## config.mk

```make
export PLATFORM = sky130hd
export DESIGN_NAME = rtp_h264_fua_depacketizer_top
export DESIGN_NICKNAME = d
export VERILOG_FILES = /design/src/sv/rtpfua_pkg.sv /design/src/sv/rtp_h264_fua_depacketizer_top.sv /design/src/sv/rtpfua_in_buf.sv /design/src/sv/rtpfua_decode.sv /design/src/sv/rtpfua_out_seq.sv
export VERILOG_INCLUDE_DIRS = /design/src /design/src/sv
export SDC_FILE = /design/constraint.sdc
export NUM_CORES = 1
export LEC_CHECK = 0
export BUFFER_PORTS_ARGS = -buffer_cell sky130_fd_sc_hd__buf_2
export CAP_MARGIN = 40
export CORE_ASPECT_RATIO = 0.9
export CORE_MARGIN = 4
export CORE_UTILIZATION = 55
export DETAILED_ROUTE_END_ITERATION = 8
export PLACE_DENSITY = 0.83
export SLEW_MARGIN = 0
export SYNTH_ARGS = -nofsm -noshare
export SYNTH_HDL_FRONTEND = slang
export SYNTH_HIERARCHICAL = 1
export SYNTH_SLANG_ARGS = --single-unit
```

## constraint.sdc

```tcl
create_clock -name clk -period 3.5 [get_ports clk]
set_clock_uncertainty 0.1 [all_clocks]
set_input_delay 0.7 -clock clk [delete_from_list [all_inputs] [get_ports clk]]
set_output_delay 0.7 -clock clk [all_outputs]
set_load 0.01 [all_outputs]
```

## src/sv/rtp_h264_fua_depacketizer_top_defines.svh

```systemverilog
// Assertion macros for the RTP H.264 FU-A depacketizer.
// Used by the top level; needs signals clk and rst in scope.
`ifndef RTP_H264_FUA_DEPACKETIZER_TOP_DEFINES_SVH
`define RTP_H264_FUA_DEPACKETIZER_TOP_DEFINES_SVH

// Same-cycle implication, sampled on clk, off during reset
`define RTPFUA_ASSERT_IMPL(label, ante, cons, msg) \
  label: assert property (@(posedge clk) disable iff (rst) (ante) |-> (cons)) \
    else $error(msg);

// Next-cycle implication, sampled on clk, off during reset
`define RTPFUA_ASSERT_NEXT(label, ante, cons, msg) \
  label: assert property (@(posedge clk) disable iff (rst) (ante) |=> (cons)) \
    else $error(msg);

`endif

```

## src/sv/rtpfua_pkg.sv

```systemverilog
// Shared types and constants for the RTP H.264 FU-A depacketizer.
// No dependencies.
package rtpfua_pkg;

  localparam int unsigned NumOut = 3;

  localparam logic [6:0] HdrBytes  = 7'd12;
  localparam logic [6:0] PosMax    = 7'd127;
  localparam logic [3:0] CsrcMask  = 4'hf;
  localparam logic [4:0] TypeMask  = 5'h1f;
  localparam logic [4:0] TypeStapA = 5'd24;
  localparam logic [4:0] TypeStapB = 5'd25;
  localparam logic [4:0] TypeFuA   = 5'd28;
  localparam logic [4:0] TypeFuB   = 5'd29;
  localparam logic [7:0] FnriMask  = 8'he0;

  typedef enum logic [1:0] {
    KIND_DATA    = 2'd0,
    KIND_COMMIT  = 2'd1,
    KIND_DISCARD = 2'd2
  } kind_t;

  typedef enum logic [2:0] {
    CLS_IGNORED  = 3'd0,
    CLS_SINGLE   = 3'd1,
    CLS_FU_WAIT  = 3'd2,
    CLS_FU_START = 3'd3,
    CLS_FU_MID   = 3'd4,
    CLS_FU_END   = 3'd5
  } pclass_t;

  typedef struct packed {
    logic [7:0] data;
    logic       eod;
  } in_item_t;

  // Up to three results from one datagram byte, entry 0 first
  typedef struct packed {
    logic [1:0]                count;
    kind_t [NumOut-1:0]        kind;
    logic  [NumOut-1:0][7:0]   value;
  } burst_t;

endpackage

```

## src/sv/rtp_h264_fua_depacketizer_top.sv

```systemverilog
// Top level of the RTP H.264 depacketizer (single NAL unit and FU-A).
// Depends on rtpfua_pkg, rtpfua_in_buf, rtpfua_decode, rtpfua_out_seq and the defines header.
//
//   channel  direction  handshake            payload
//   in       sink       in_valid/in_ready    in_byte, end_of_datagram
//   out      source     out_valid/out_ready  out_kind, out_value, last_of_run
//
// One datagram byte is decoded per cycle while the result register can load; a byte with
// a single result sustains one per cycle while out_ready is high. A byte with n results
// (up to 3) holds the decoder at the result register until its last result is taken.
// Reset clears the datagram position, class, open-NAL flag and both buffers.
// in_ready is a register (two-entry input buffer), so it does not follow out_ready combinationally.
`include "rtp_h264_fua_depacketizer_top_defines.svh"

module rtp_h264_fua_depacketizer_top (
  input  logic       clk,
  input  logic       rst,
  input  logic       in_valid,
  output logic       in_ready,
  input  logic [7:0] in_byte,
  input  logic       end_of_datagram,
  output logic       out_valid,
  input  logic       out_ready,
  output logic [1:0] out_kind,
  output logic [7:0] out_value,
  output logic       last_of_run
);

  rtpfua_pkg::in_item_t in_item;
  rtpfua_pkg::in_item_t head_item;
  rtpfua_pkg::burst_t   burst;
  logic                 head_valid;
  logic                 can_load;
  logic                 take;

  assign in_item.data = in_byte;
  assign in_item.eod  = end_of_datagram;
  assign take         = head_valid && can_load;

  rtpfua_in_buf u_in_buf (
    .clk        (clk),
    .rst        (rst),
    .push_valid (in_valid),
    .push_ready (in_ready),
    .push_item  (in_item),
    .head_valid (head_valid),
    .head_item  (head_item),
    .pop        (take)
  );

  rtpfua_decode u_decode (
    .clk   (clk),
    .rst   (rst),
    .take  (take),
    .item  (head_item),
    .burst (burst)
  );

  rtpfua_out_seq u_out_seq (
    .clk         (clk),
    .rst         (rst),
    .load        (take),
    .burst       (burst),
    .can_load    (can_load),
    .out_valid   (out_valid),
    .out_ready   (out_ready),
    .out_kind    (out_kind),
    .out_value   (out_value),
    .last_of_run (last_of_run)
  );

  `RTPFUA_ASSERT_IMPL(a_discard_not_last, out_valid && out_kind == rtpfua_pkg::KIND_DISCARD, !last_of_run, "discard ended a run")
  `RTPFUA_ASSERT_IMPL(a_commit_is_last, out_valid && out_kind == rtpfua_pkg::KIND_COMMIT, last_of_run, "commit not last in run")
  `RTPFUA_ASSERT_IMPL(a_marker_zero, out_valid && out_kind != rtpfua_pkg::KIND_DATA, out_value == 8'd0, "marker carries data")
  `RTPFUA_ASSERT_NEXT(a_run_continues, out_valid && !last_of_run && out_ready, out_valid, "run broken mid-way")

endmodule

```

## src/sv/rtpfua_in_buf.sv

```systemverilog
// Two-entry input buffer with a registered ready.
// Depends on rtpfua_pkg.
module rtpfua_in_buf (
  input  logic                 clk,
  input  logic                 rst,
  input  logic                 push_valid,
  output logic                 push_ready,
  input  rtpfua_pkg::in_item_t push_item,
  output logic                 head_valid,
  output rtpfua_pkg::in_item_t head_item,
  input  logic                 pop
);

  logic [1:0]           count;
  logic [1:0]           count_next;
  rtpfua_pkg::in_item_t slot0;
  rtpfua_pkg::in_item_t slot1;
  logic                 push;

  assign push_ready = (count != 2'd2);
  assign push       = push_valid && push_ready;
  assign head_valid = (count != 2'd0);
  assign head_item  = slot0;

  always_comb begin
    count_next = count;
    case (count)
      2'd0: if (push) count_next = 2'd1;
      2'd1: begin
        if (push && !pop) count_next = 2'd2;
        else if (!push && pop) count_next = 2'd0;
      end
      2'd2: if (pop) count_next = 2'd1;
      default: count_next = 2'd0;
    endcase
  end

  always_ff @(posedge clk) begin
    if (rst) begin
      count <= 2'd0;
    end else begin
      count <= count_next;
    end
  end

  always_ff @(posedge clk) begin
    if ((count == 2'd0 && push) || (count == 2'd1 && pop && push)) begin
      slot0 <= push_item;
    end else if (count == 2'd2 && pop) begin
      slot0 <= slot1;
    end
    if (count == 2'd1 && push && !pop) begin
      slot1 <= push_item;
    end
  end

endmodule

```

## src/sv/rtpfua_decode.sv

```systemverilog
// Per-byte RTP/FU-A decoder: datagram state and the result list of one byte.
// Depends on rtpfua_pkg.
module rtpfua_decode (
  input  logic                 clk,
  input  logic                 rst,
  input  logic                 take,
  input  rtpfua_pkg::in_item_t item,
  output rtpfua_pkg::burst_t   burst
);

  logic [6:0]          byte_position;
  logic [6:0]          byte_position_next;
  logic [3:0]          contributor_count;
  logic [3:0]          contributor_count_next;
  logic [7:0]          saved_indicator;
  logic [7:0]          saved_indicator_next;
  rtpfua_pkg::pclass_t packet_class;
  rtpfua_pkg::pclass_t packet_class_next;
  logic                nal_open;
  logic                nal_open_next;

  logic [6:0] offset;
  logic [4:0] nal_type;
  logic       has_disc;
  logic       has_data;
  logic       has_commit;
  logic [7:0] data_val;
  logic [7:0] b;
  logic       eod;

  assign b   = item.data;
  assign eod = item.eod;

  always_comb begin
    contributor_count_next = contributor_count;
    saved_indicator_next   = saved_indicator;
    packet_class_next      = packet_class;
    nal_open_next          = nal_open;
    byte_position_next     = byte_position;
    has_disc               = 1'b0;
    has_data               = 1'b0;
    has_commit             = 1'b0;
    data_val               = b;
    nal_type               = b[4:0] & rtpfua_pkg::TypeMask;

    if (byte_position == 7'd0) begin
      contributor_count_next = b[3:0] & rtpfua_pkg::CsrcMask;
    end
    offset = rtpfua_pkg::HdrBytes + {1'b0, contributor_count_next, 2'b00};

    if (byte_position < offset) begin
      // header bytes: nothing
    end else if (byte_position == offset) begin
      if (nal_type == rtpfua_pkg::TypeStapA || nal_type == rtpfua_pkg::TypeStapB ||
          nal_type == rtpfua_pkg::TypeFuB) begin
        packet_class_next = rtpfua_pkg::CLS_IGNORED;
      end else if (nal_type == rtpfua_pkg::TypeFuA) begin
        saved_indicator_next = b;
        packet_class_next    = rtpfua_pkg::CLS_FU_WAIT;
      end else begin
        has_disc          = nal_open;
        has_data          = 1'b1;
        nal_open_next     = 1'b1;
        packet_class_next = rtpfua_pkg::CLS_SINGLE;
        if (eod) begin
          has_commit    = 1'b1;
          nal_open_next = 1'b0;
        end
      end
    end else if (byte_position == offset + 7'd1 &&
                 packet_class == rtpfua_pkg::CLS_FU_WAIT) begin
      if (b[7]) begin
        // start wins over end; rebuild the NAL header
        has_disc          = nal_open;
        has_data          = 1'b1;
        data_val          = (saved_indicator & rtpfua_pkg::FnriMask) | {3'b000, nal_type};
        nal_open_next     = 1'b1;
        packet_class_next = rtpfua_pkg::CLS_FU_START;
      end else if (nal_open) begin
        packet_class_next = b[6] ? rtpfua_pkg::CLS_FU_END : rtpfua_pkg::CLS_FU_MID;
        if (b[6] && eod) begin
          has_commit    = 1'b1;
          nal_open_next = 1'b0;
        end
      end else begin
        packet_class_next = rtpfua_pkg::CLS_IGNORED;
      end
    end else begin
      case (packet_class)
        rtpfua_pkg::CLS_SINGLE, rtpfua_pkg::CLS_FU_END: begin
          has_data = 1'b1;
          if (eod) begin
            has_commit    = 1'b1;
            nal_open_next = 1'b0;
          end
        end
        rtpfua_pkg::CLS_FU_START, rtpfua_pkg::CLS_FU_MID: has_data = 1'b1;
        default: ;
      endcase
    end

    if (eod) begin
      byte_position_next = 7'd0;
      packet_class_next  = rtpfua_pkg::CLS_IGNORED;
    end else if (byte_position < rtpfua_pkg::PosMax) begin
      byte_position_next = byte_position + 7'd1;
    end
  end

  // Pack results in fixed order: discard, data, commit
  always_comb begin
    burst.count = {1'b0, has_disc} + {1'b0, has_data} + {1'b0, has_commit};
    burst.kind[0] = has_disc ? rtpfua_pkg::KIND_DISCARD :
                    has_data ? rtpfua_pkg::KIND_DATA : rtpfua_pkg::KIND_COMMIT;
    burst.kind[1] = (has_disc && has_data) ? rtpfua_pkg::KIND_DATA : rtpfua_pkg::KIND_COMMIT;
    burst.kind[2] = rtpfua_pkg::KIND_COMMIT;
    burst.value[0] = (!has_disc && has_data) ? data_val : 8'd0;
    burst.value[1] = (has_disc && has_data) ? data_val : 8'd0;
    burst.value[2] = 8'd0;
  end

  always_ff @(posedge clk) begin
    if (rst) begin
      byte_position     <= 7'd0;
      contributor_count <= 4'd0;
      saved_indicator   <= 8'd0;
      packet_class      <= rtpfua_pkg::CLS_IGNORED;
      nal_open          <= 1'b0;
    end else if (take) begin
      byte_position     <= byte_position_next;
      contributor_count <= contributor_count_next;
      saved_indicator   <= saved_indicator_next;
      packet_class      <= packet_class_next;
      nal_open          <= nal_open_next;
    end
  end

endmodule

```

## src/sv/rtpfua_out_seq.sv

```systemverilog
// Result register: holds the results of one byte and shifts them out in order.
// Depends on rtpfua_pkg.
module rtpfua_out_seq (
  input  logic               clk,
  input  logic               rst,
  input  logic               load,
  input  rtpfua_pkg::burst_t burst,
  output logic               can_load,
  output logic               out_valid,
  input  logic               out_ready,
  output logic [1:0]         out_kind,
  output logic [7:0]         out_value,
  output logic               last_of_run
);

  logic [1:0]         rem;
  rtpfua_pkg::burst_t held;
  logic               xfer;

  assign xfer        = out_valid && out_ready;
  assign out_valid   = (rem != 2'd0);
  assign can_load    = (rem == 2'd0) || (rem == 2'd1 && out_ready);
  assign out_kind    = held.kind[0];
  assign out_value   = held.value[0];
  assign last_of_run = (rem == 2'd1);

  always_ff @(posedge clk) begin
    if (rst) begin
      rem <= 2'd0;
    end else if (load) begin
      rem <= burst.count;
    end else if (xfer) begin
      rem <= rem - 2'd1;
    end
  end

  // Advance the queue by one entry per transfer
  always_ff @(posedge clk) begin
    if (load) begin
      held <= burst;
    end else if (xfer) begin
      held.kind[0]  <= held.kind[1];
      held.kind[1]  <= held.kind[2];
      held.value[0] <= held.value[1];
      held.value[1] <= held.value[2];
    end
  end

endmodule
```

### Yosys cells after proc, flatten, opt, wreduce, memory -nomap -nowiden

Index checks and enable logic that the tools add are counted.

* input port bits: 13
* output and inout bits: 13
* flip-flop bits (word level): 65

* eq/ne operators: 21
* reductions and logical operators: 40
* muxes and demuxes: 67
* bitwise gates (word level): 3
* magnitude comparators: 2
* add/subtract/negate cells: 6

Operator list (count)
* two-way mux 8 bit: 6
* two-way mux 1 bit: 36
* two-way mux 16 bit: 2
* two-way mux 3 bit: 7
* == test 5 bit, second input constant: 4
* two-way mux 9 bit: 2
* logical AND 1 bit: 16
* two-way mux 2 bit: 8
* adder 7 x 1 -> 7 bit, second input constant: 2
* == test 7 bit: 2
* two-way mux 7 bit: 2
* two-way mux 4 bit: 3
* nonzero test 2 bit: 5
* inequality test 2 bit, second input constant: 4
* OR 8 x 5 -> 8 bit: 1
* adder 4 x 6 -> 7 bit, first input constant: 1
* logical NOT 7 bit: 1
* less-than comparator 7 bit: 1
* less-than comparator 7 bit, second input constant: 1
* == test 3 x 2 -> 1 bit, second input constant: 2
* == test 3 bit, second input constant: 2
* case mux 2 bit (3 select lines): 1
* AND reduction 3 bit: 2
* AND reduction 6 bit: 1
* 17 further kinds: 27

### Depth between registers and ports, before layout

* depth in word-level cells: 13
* mapped depth: 17
* gate-level depth less buffers: 15

### Hierarchy

The synthesis kept the hierarchy.

Modules (own cells, without submodules)
* rtpfua_decode: cells each 189, instances 1, area each 1514.0 µm²
* rtpfua_out_seq: cells each 81, instances 1, area each 1367.6 µm²
* rtpfua_in_buf: cells each 43, instances 1, area each 782.0 µm²
* rtp_h264_fua_depacketizer_top: cells each 1, instances 1, area each 6.3 µm²

### Least setup slack after synthesis

No wires, ideal clock.

* path type: register to register
* start: reg u_decode.byte_position[0]
* end: reg u_out_seq.rem[0]
* required time: 3.276 ns
* cell stages (with the launch flop): 16
* path slack: -0.136 ns
* arrival: 3.412 ns
* cells stage by stage: dfxtp_1 inv_1 ha_1 buf_2 nand3_1 mux2i_1 ha_1 ha_1 nor2b_1 o21ai_0 a21oi_1 nand3_1 inv_1 fa_1 nor2_1 a211oi_1

RTL lines
* from (decl): line rtpfua_decode.sv:11 `logic [6:0] byte_position;`
* from (signal assigned): line rtpfua_decode.sv:130 `byte_position <= byte_position_next;`
* to (signal assigned): line rtpfua_out_seq.sv:31 `rem <= burst.count;`
* to (signal assigned): line rtpfua_out_seq.sv:33 `rem <= rem - 2'd1;`
* to (decl): line rtpfua_out_seq.sv:16 `logic [1:0] rem;`

==> impl_metrics.json <==
{
  "outcome": "finished, final reports clean",
  "arrival_ns": 3.61,
  "crit_type": "reg2reg",
  "grt_use_met2_pct": 29.9,
  "die_w_um": 94.1,
  "hpwlAfterDp_um": 4920,
  "ir_drop_mv": 0.360,
  "power_mw": 2.41,
  "worstHoldPathType": "reg2reg",
  "first_pass_iters": 6,
  "wire_per_inst_um": 16.3,
  "die_h_um": 85.5,
  "grt-ovfl-total": 0,
  "top_usage_layer": "met2",
  "final_core_util_pct": 67.9,
  "num_antenna_cells": 0,
  "period_share_pct": 98.9,
  "gp_congestion": 0.894,
  "start_kind": "flop",
  "maxSlewHeadroom_pct": 47.5,
  "critical_path_required_ns": 3.65,
  "seq_power_share_pct": 46.7,
  "syn_area_sq_um": 3670,
  "drcViolationCount": 0,
  "synthArstFlopShare_pct": 0,
  "hold_violations": 0,
  "cts_tree": "yes",
  "grt_pass1_vias": 2460,
  "maxCapViolations": 0,
  "combPwrFrac_pct": 26.3,
  "h-tree-depth": 3,
  "multi_input_area_sq_um": 1720,
  "layout_common_cells": "48 x edfxtp_1, 29 x mux2_2, 25 x buf_2",
  "ys_ff_latch": 70,
  "setup_viol": 0,
  "synth_edf_count": 48,
  "antenna_found_initial": 0,
  "clkPwrFrac_pct": 27.0,
  "grt_max_degree": 30,
  "synthCells": 314,
  "drive_above_1_share_pct": 36.2,
  "cts_hold_buf": 0,
  "final_common_cell": "edfxtp_1",
  "p_switching_mw": 0.740,
  "dp.cells": 424,
  "io_pins": 26,
  "grt_pass1_wl_um": 11800,
  "wirelength_um": 7290,
  "r2r_slack_ns": 0.04,
  "fin_ws_ns": 0.0389,
  "syn_avg_cell_area_sq_um": 11.7,
  "area_delta_synth_final_pct": 16.2,
  "ys_seq_area_share_pct": 51.3,
  "vias_per_cell": 5.51,
  "worstPathMaxFanout": 6,
  "yosysWarningCount": 6,
  "initial_core_util_pct": 58.4,
  "p_int_mw": 1.67,
  "root_buffer": "clkbuf_8",
  "fmax_mhz": 289,
  "io_buffer_count": 25,
  "ys_types": 52,
  "cts_buffers": 9,
  "initialDrtViolationCount": 252,
  "layoutNonFillerInstCount": 446,
  "hold_ws_ns": 0.413,
  "leakage_nw": 1.65,
  "cts_sinks": 70,
  "max-clock-path-buffers": 2,
  "core_sq_um": 6280,
  "fp.dieArea_sq_um": 8040,
  "fillerInstances": 456,
  "vias": 2458,
  "grt_use_total_pct": 19.3,
  "postRouteAntennaNets": 0,
  "period_minus_slack_ns": 3.46,
  "path_clk_slew_ns": 0.08,
  "slew_viol_final": 0,
  "use_met3_pct": 6.14,
  "insertion_delay_ns": 0.35,
  "cp-end-kind": "flop",
  "final_nets": 379,
  "power_density_nw_per_um2": 566,
  "use_met1_pct": 24.7,
  "register_area_sq_um": 1880,
  "p_sw_share_pct": 30.6,
  "ys.flop_type": "edfxtp_1",
  "row_count": 27,
  "worstMarginPinSlew_ns": 0.785,
  "pre_cts_ws_ns": -0.0797
}
[power groups by stage]
stage	Combinational (mW)	Sequential [mW]	Clock [mW]
finish	0.636	1.13	0.651
global route	0.695	1.14	0.704
CTS	0.582	1.12	0.664
detailed placement	0.565	1.14	0
global placement	0.549	1.14	0
floorplan	0.467	1.11	0
[per-stage QoR]
stage / instance area (sq um) / setup TNS [ns]
5_1_grt: 4270 / -0.628
2_1_floorplan: 3730 / 0
4_1_cts: 4110 / 0
3_3_place_gp: 3900 / 0
3_5_place_dp: 3900 / -0.107
6_report: 4270 / 0
[metal layers]
metal / part of all wire [%] / wire length [um] / up-vias
met2: 48 / 3480 / 90
met3: 7.3 / 535 / 18
met1: 43 / 3120 / 1171
met5: 0 / 0 / -
met4: 2.0 / 146 / 0
li1: - / - / 1179
[worst max-delay path, cell delays in order, from the launching register on]
cell      delay (ns)
dfxtp_2         0.34
nor4_4          0.34
nand3_4         0.16
mux2i_4         0.21
ha_2            0.32
ha_4            0.30
nand3_1         0.14
nor4_4          0.28
a21oi_2         0.12
o21ai_2         0.10
inv_1           0.08
fa_1            0.54
nor2_1          0.05
a211oi_1        0.26
[path summary, 6_finish.rpt]
check | from | end | cells after the start
setup / recovery | u_decode/byte_position[6] | u_out_seq/rem[0] | 13
hold / removal | u_decode/saved_indicator[5] | u_decode/saved_indicator[5] | 2
setup reg to reg | u_decode/byte_position[6] | u_out_seq/rem[0] | 13
hold reg to reg | u_decode/saved_indicator[5] | u_decode/saved_indicator[5] | 2
[cell type report]
class | count | share of cell area (%)
clock buffer | 10 | 2.99
clock inverter | 6 | 1.64
inverter | 13 | 1.20
multi-input combinational | 211 | 40.3
sequential | 70 | 44.1
tap | 87 | 2.55
timing repair buffer | 49 | 7.16
[synth_stat cells (9+ instances only)]
cell type   n  area share (%)
a21oi_1    11             1.5
and2_1      9             1.5
buf_4      24             4.9
dfxtp_1    22              12
edfxtp_1   48              39
ha_1       11             3.8
inv_1      13             1.3
mux2_2     29             8.9
mux2i_1    10             2.7
nand2_1    14             1.4
nor2_1     24             2.5
[registers in the layout (all words and copies together), names as in the netlist]
register / cells
u_in_buf/head_item: 9
u_in_buf/slot1: 9
u_decode/nal_open: 1
u_decode/packet_class: 3
u_decode/byte_position: 7
u_decode/saved_indicator: 3
u_out_seq/out_value: 8
u_out_seq/out_kind: 2
u_out_seq/rem: 2
u_decode/contributor_count: 4
u_in_buf/count: 2
u_out_seq/held: 20
[logic make-up (layout without fill, tap and decap cells)]
kind of cell	Yosys count	in the layout	share of synthesized area, %
AOI/OAI and AO/OA	42	42	7.98
DFF	70	70	51.3
buffers and inverters	42	78	6.85
xor gates and xnor gates	9	9	2.15
other	2	11	0.205
muxes	39	39	11.6
adders and majority gates	12	12	4.30
and+or+nand+nor	98	98	15.6
[timing repair]
action / CTS / global route
gates resized for setup: 3 / 22
pin swaps: 0 / 7
setup endpoints to repair: 3 / 19
setup buffers: 0 / 6
Note: power is estimated with default switching activity, not from simulation.
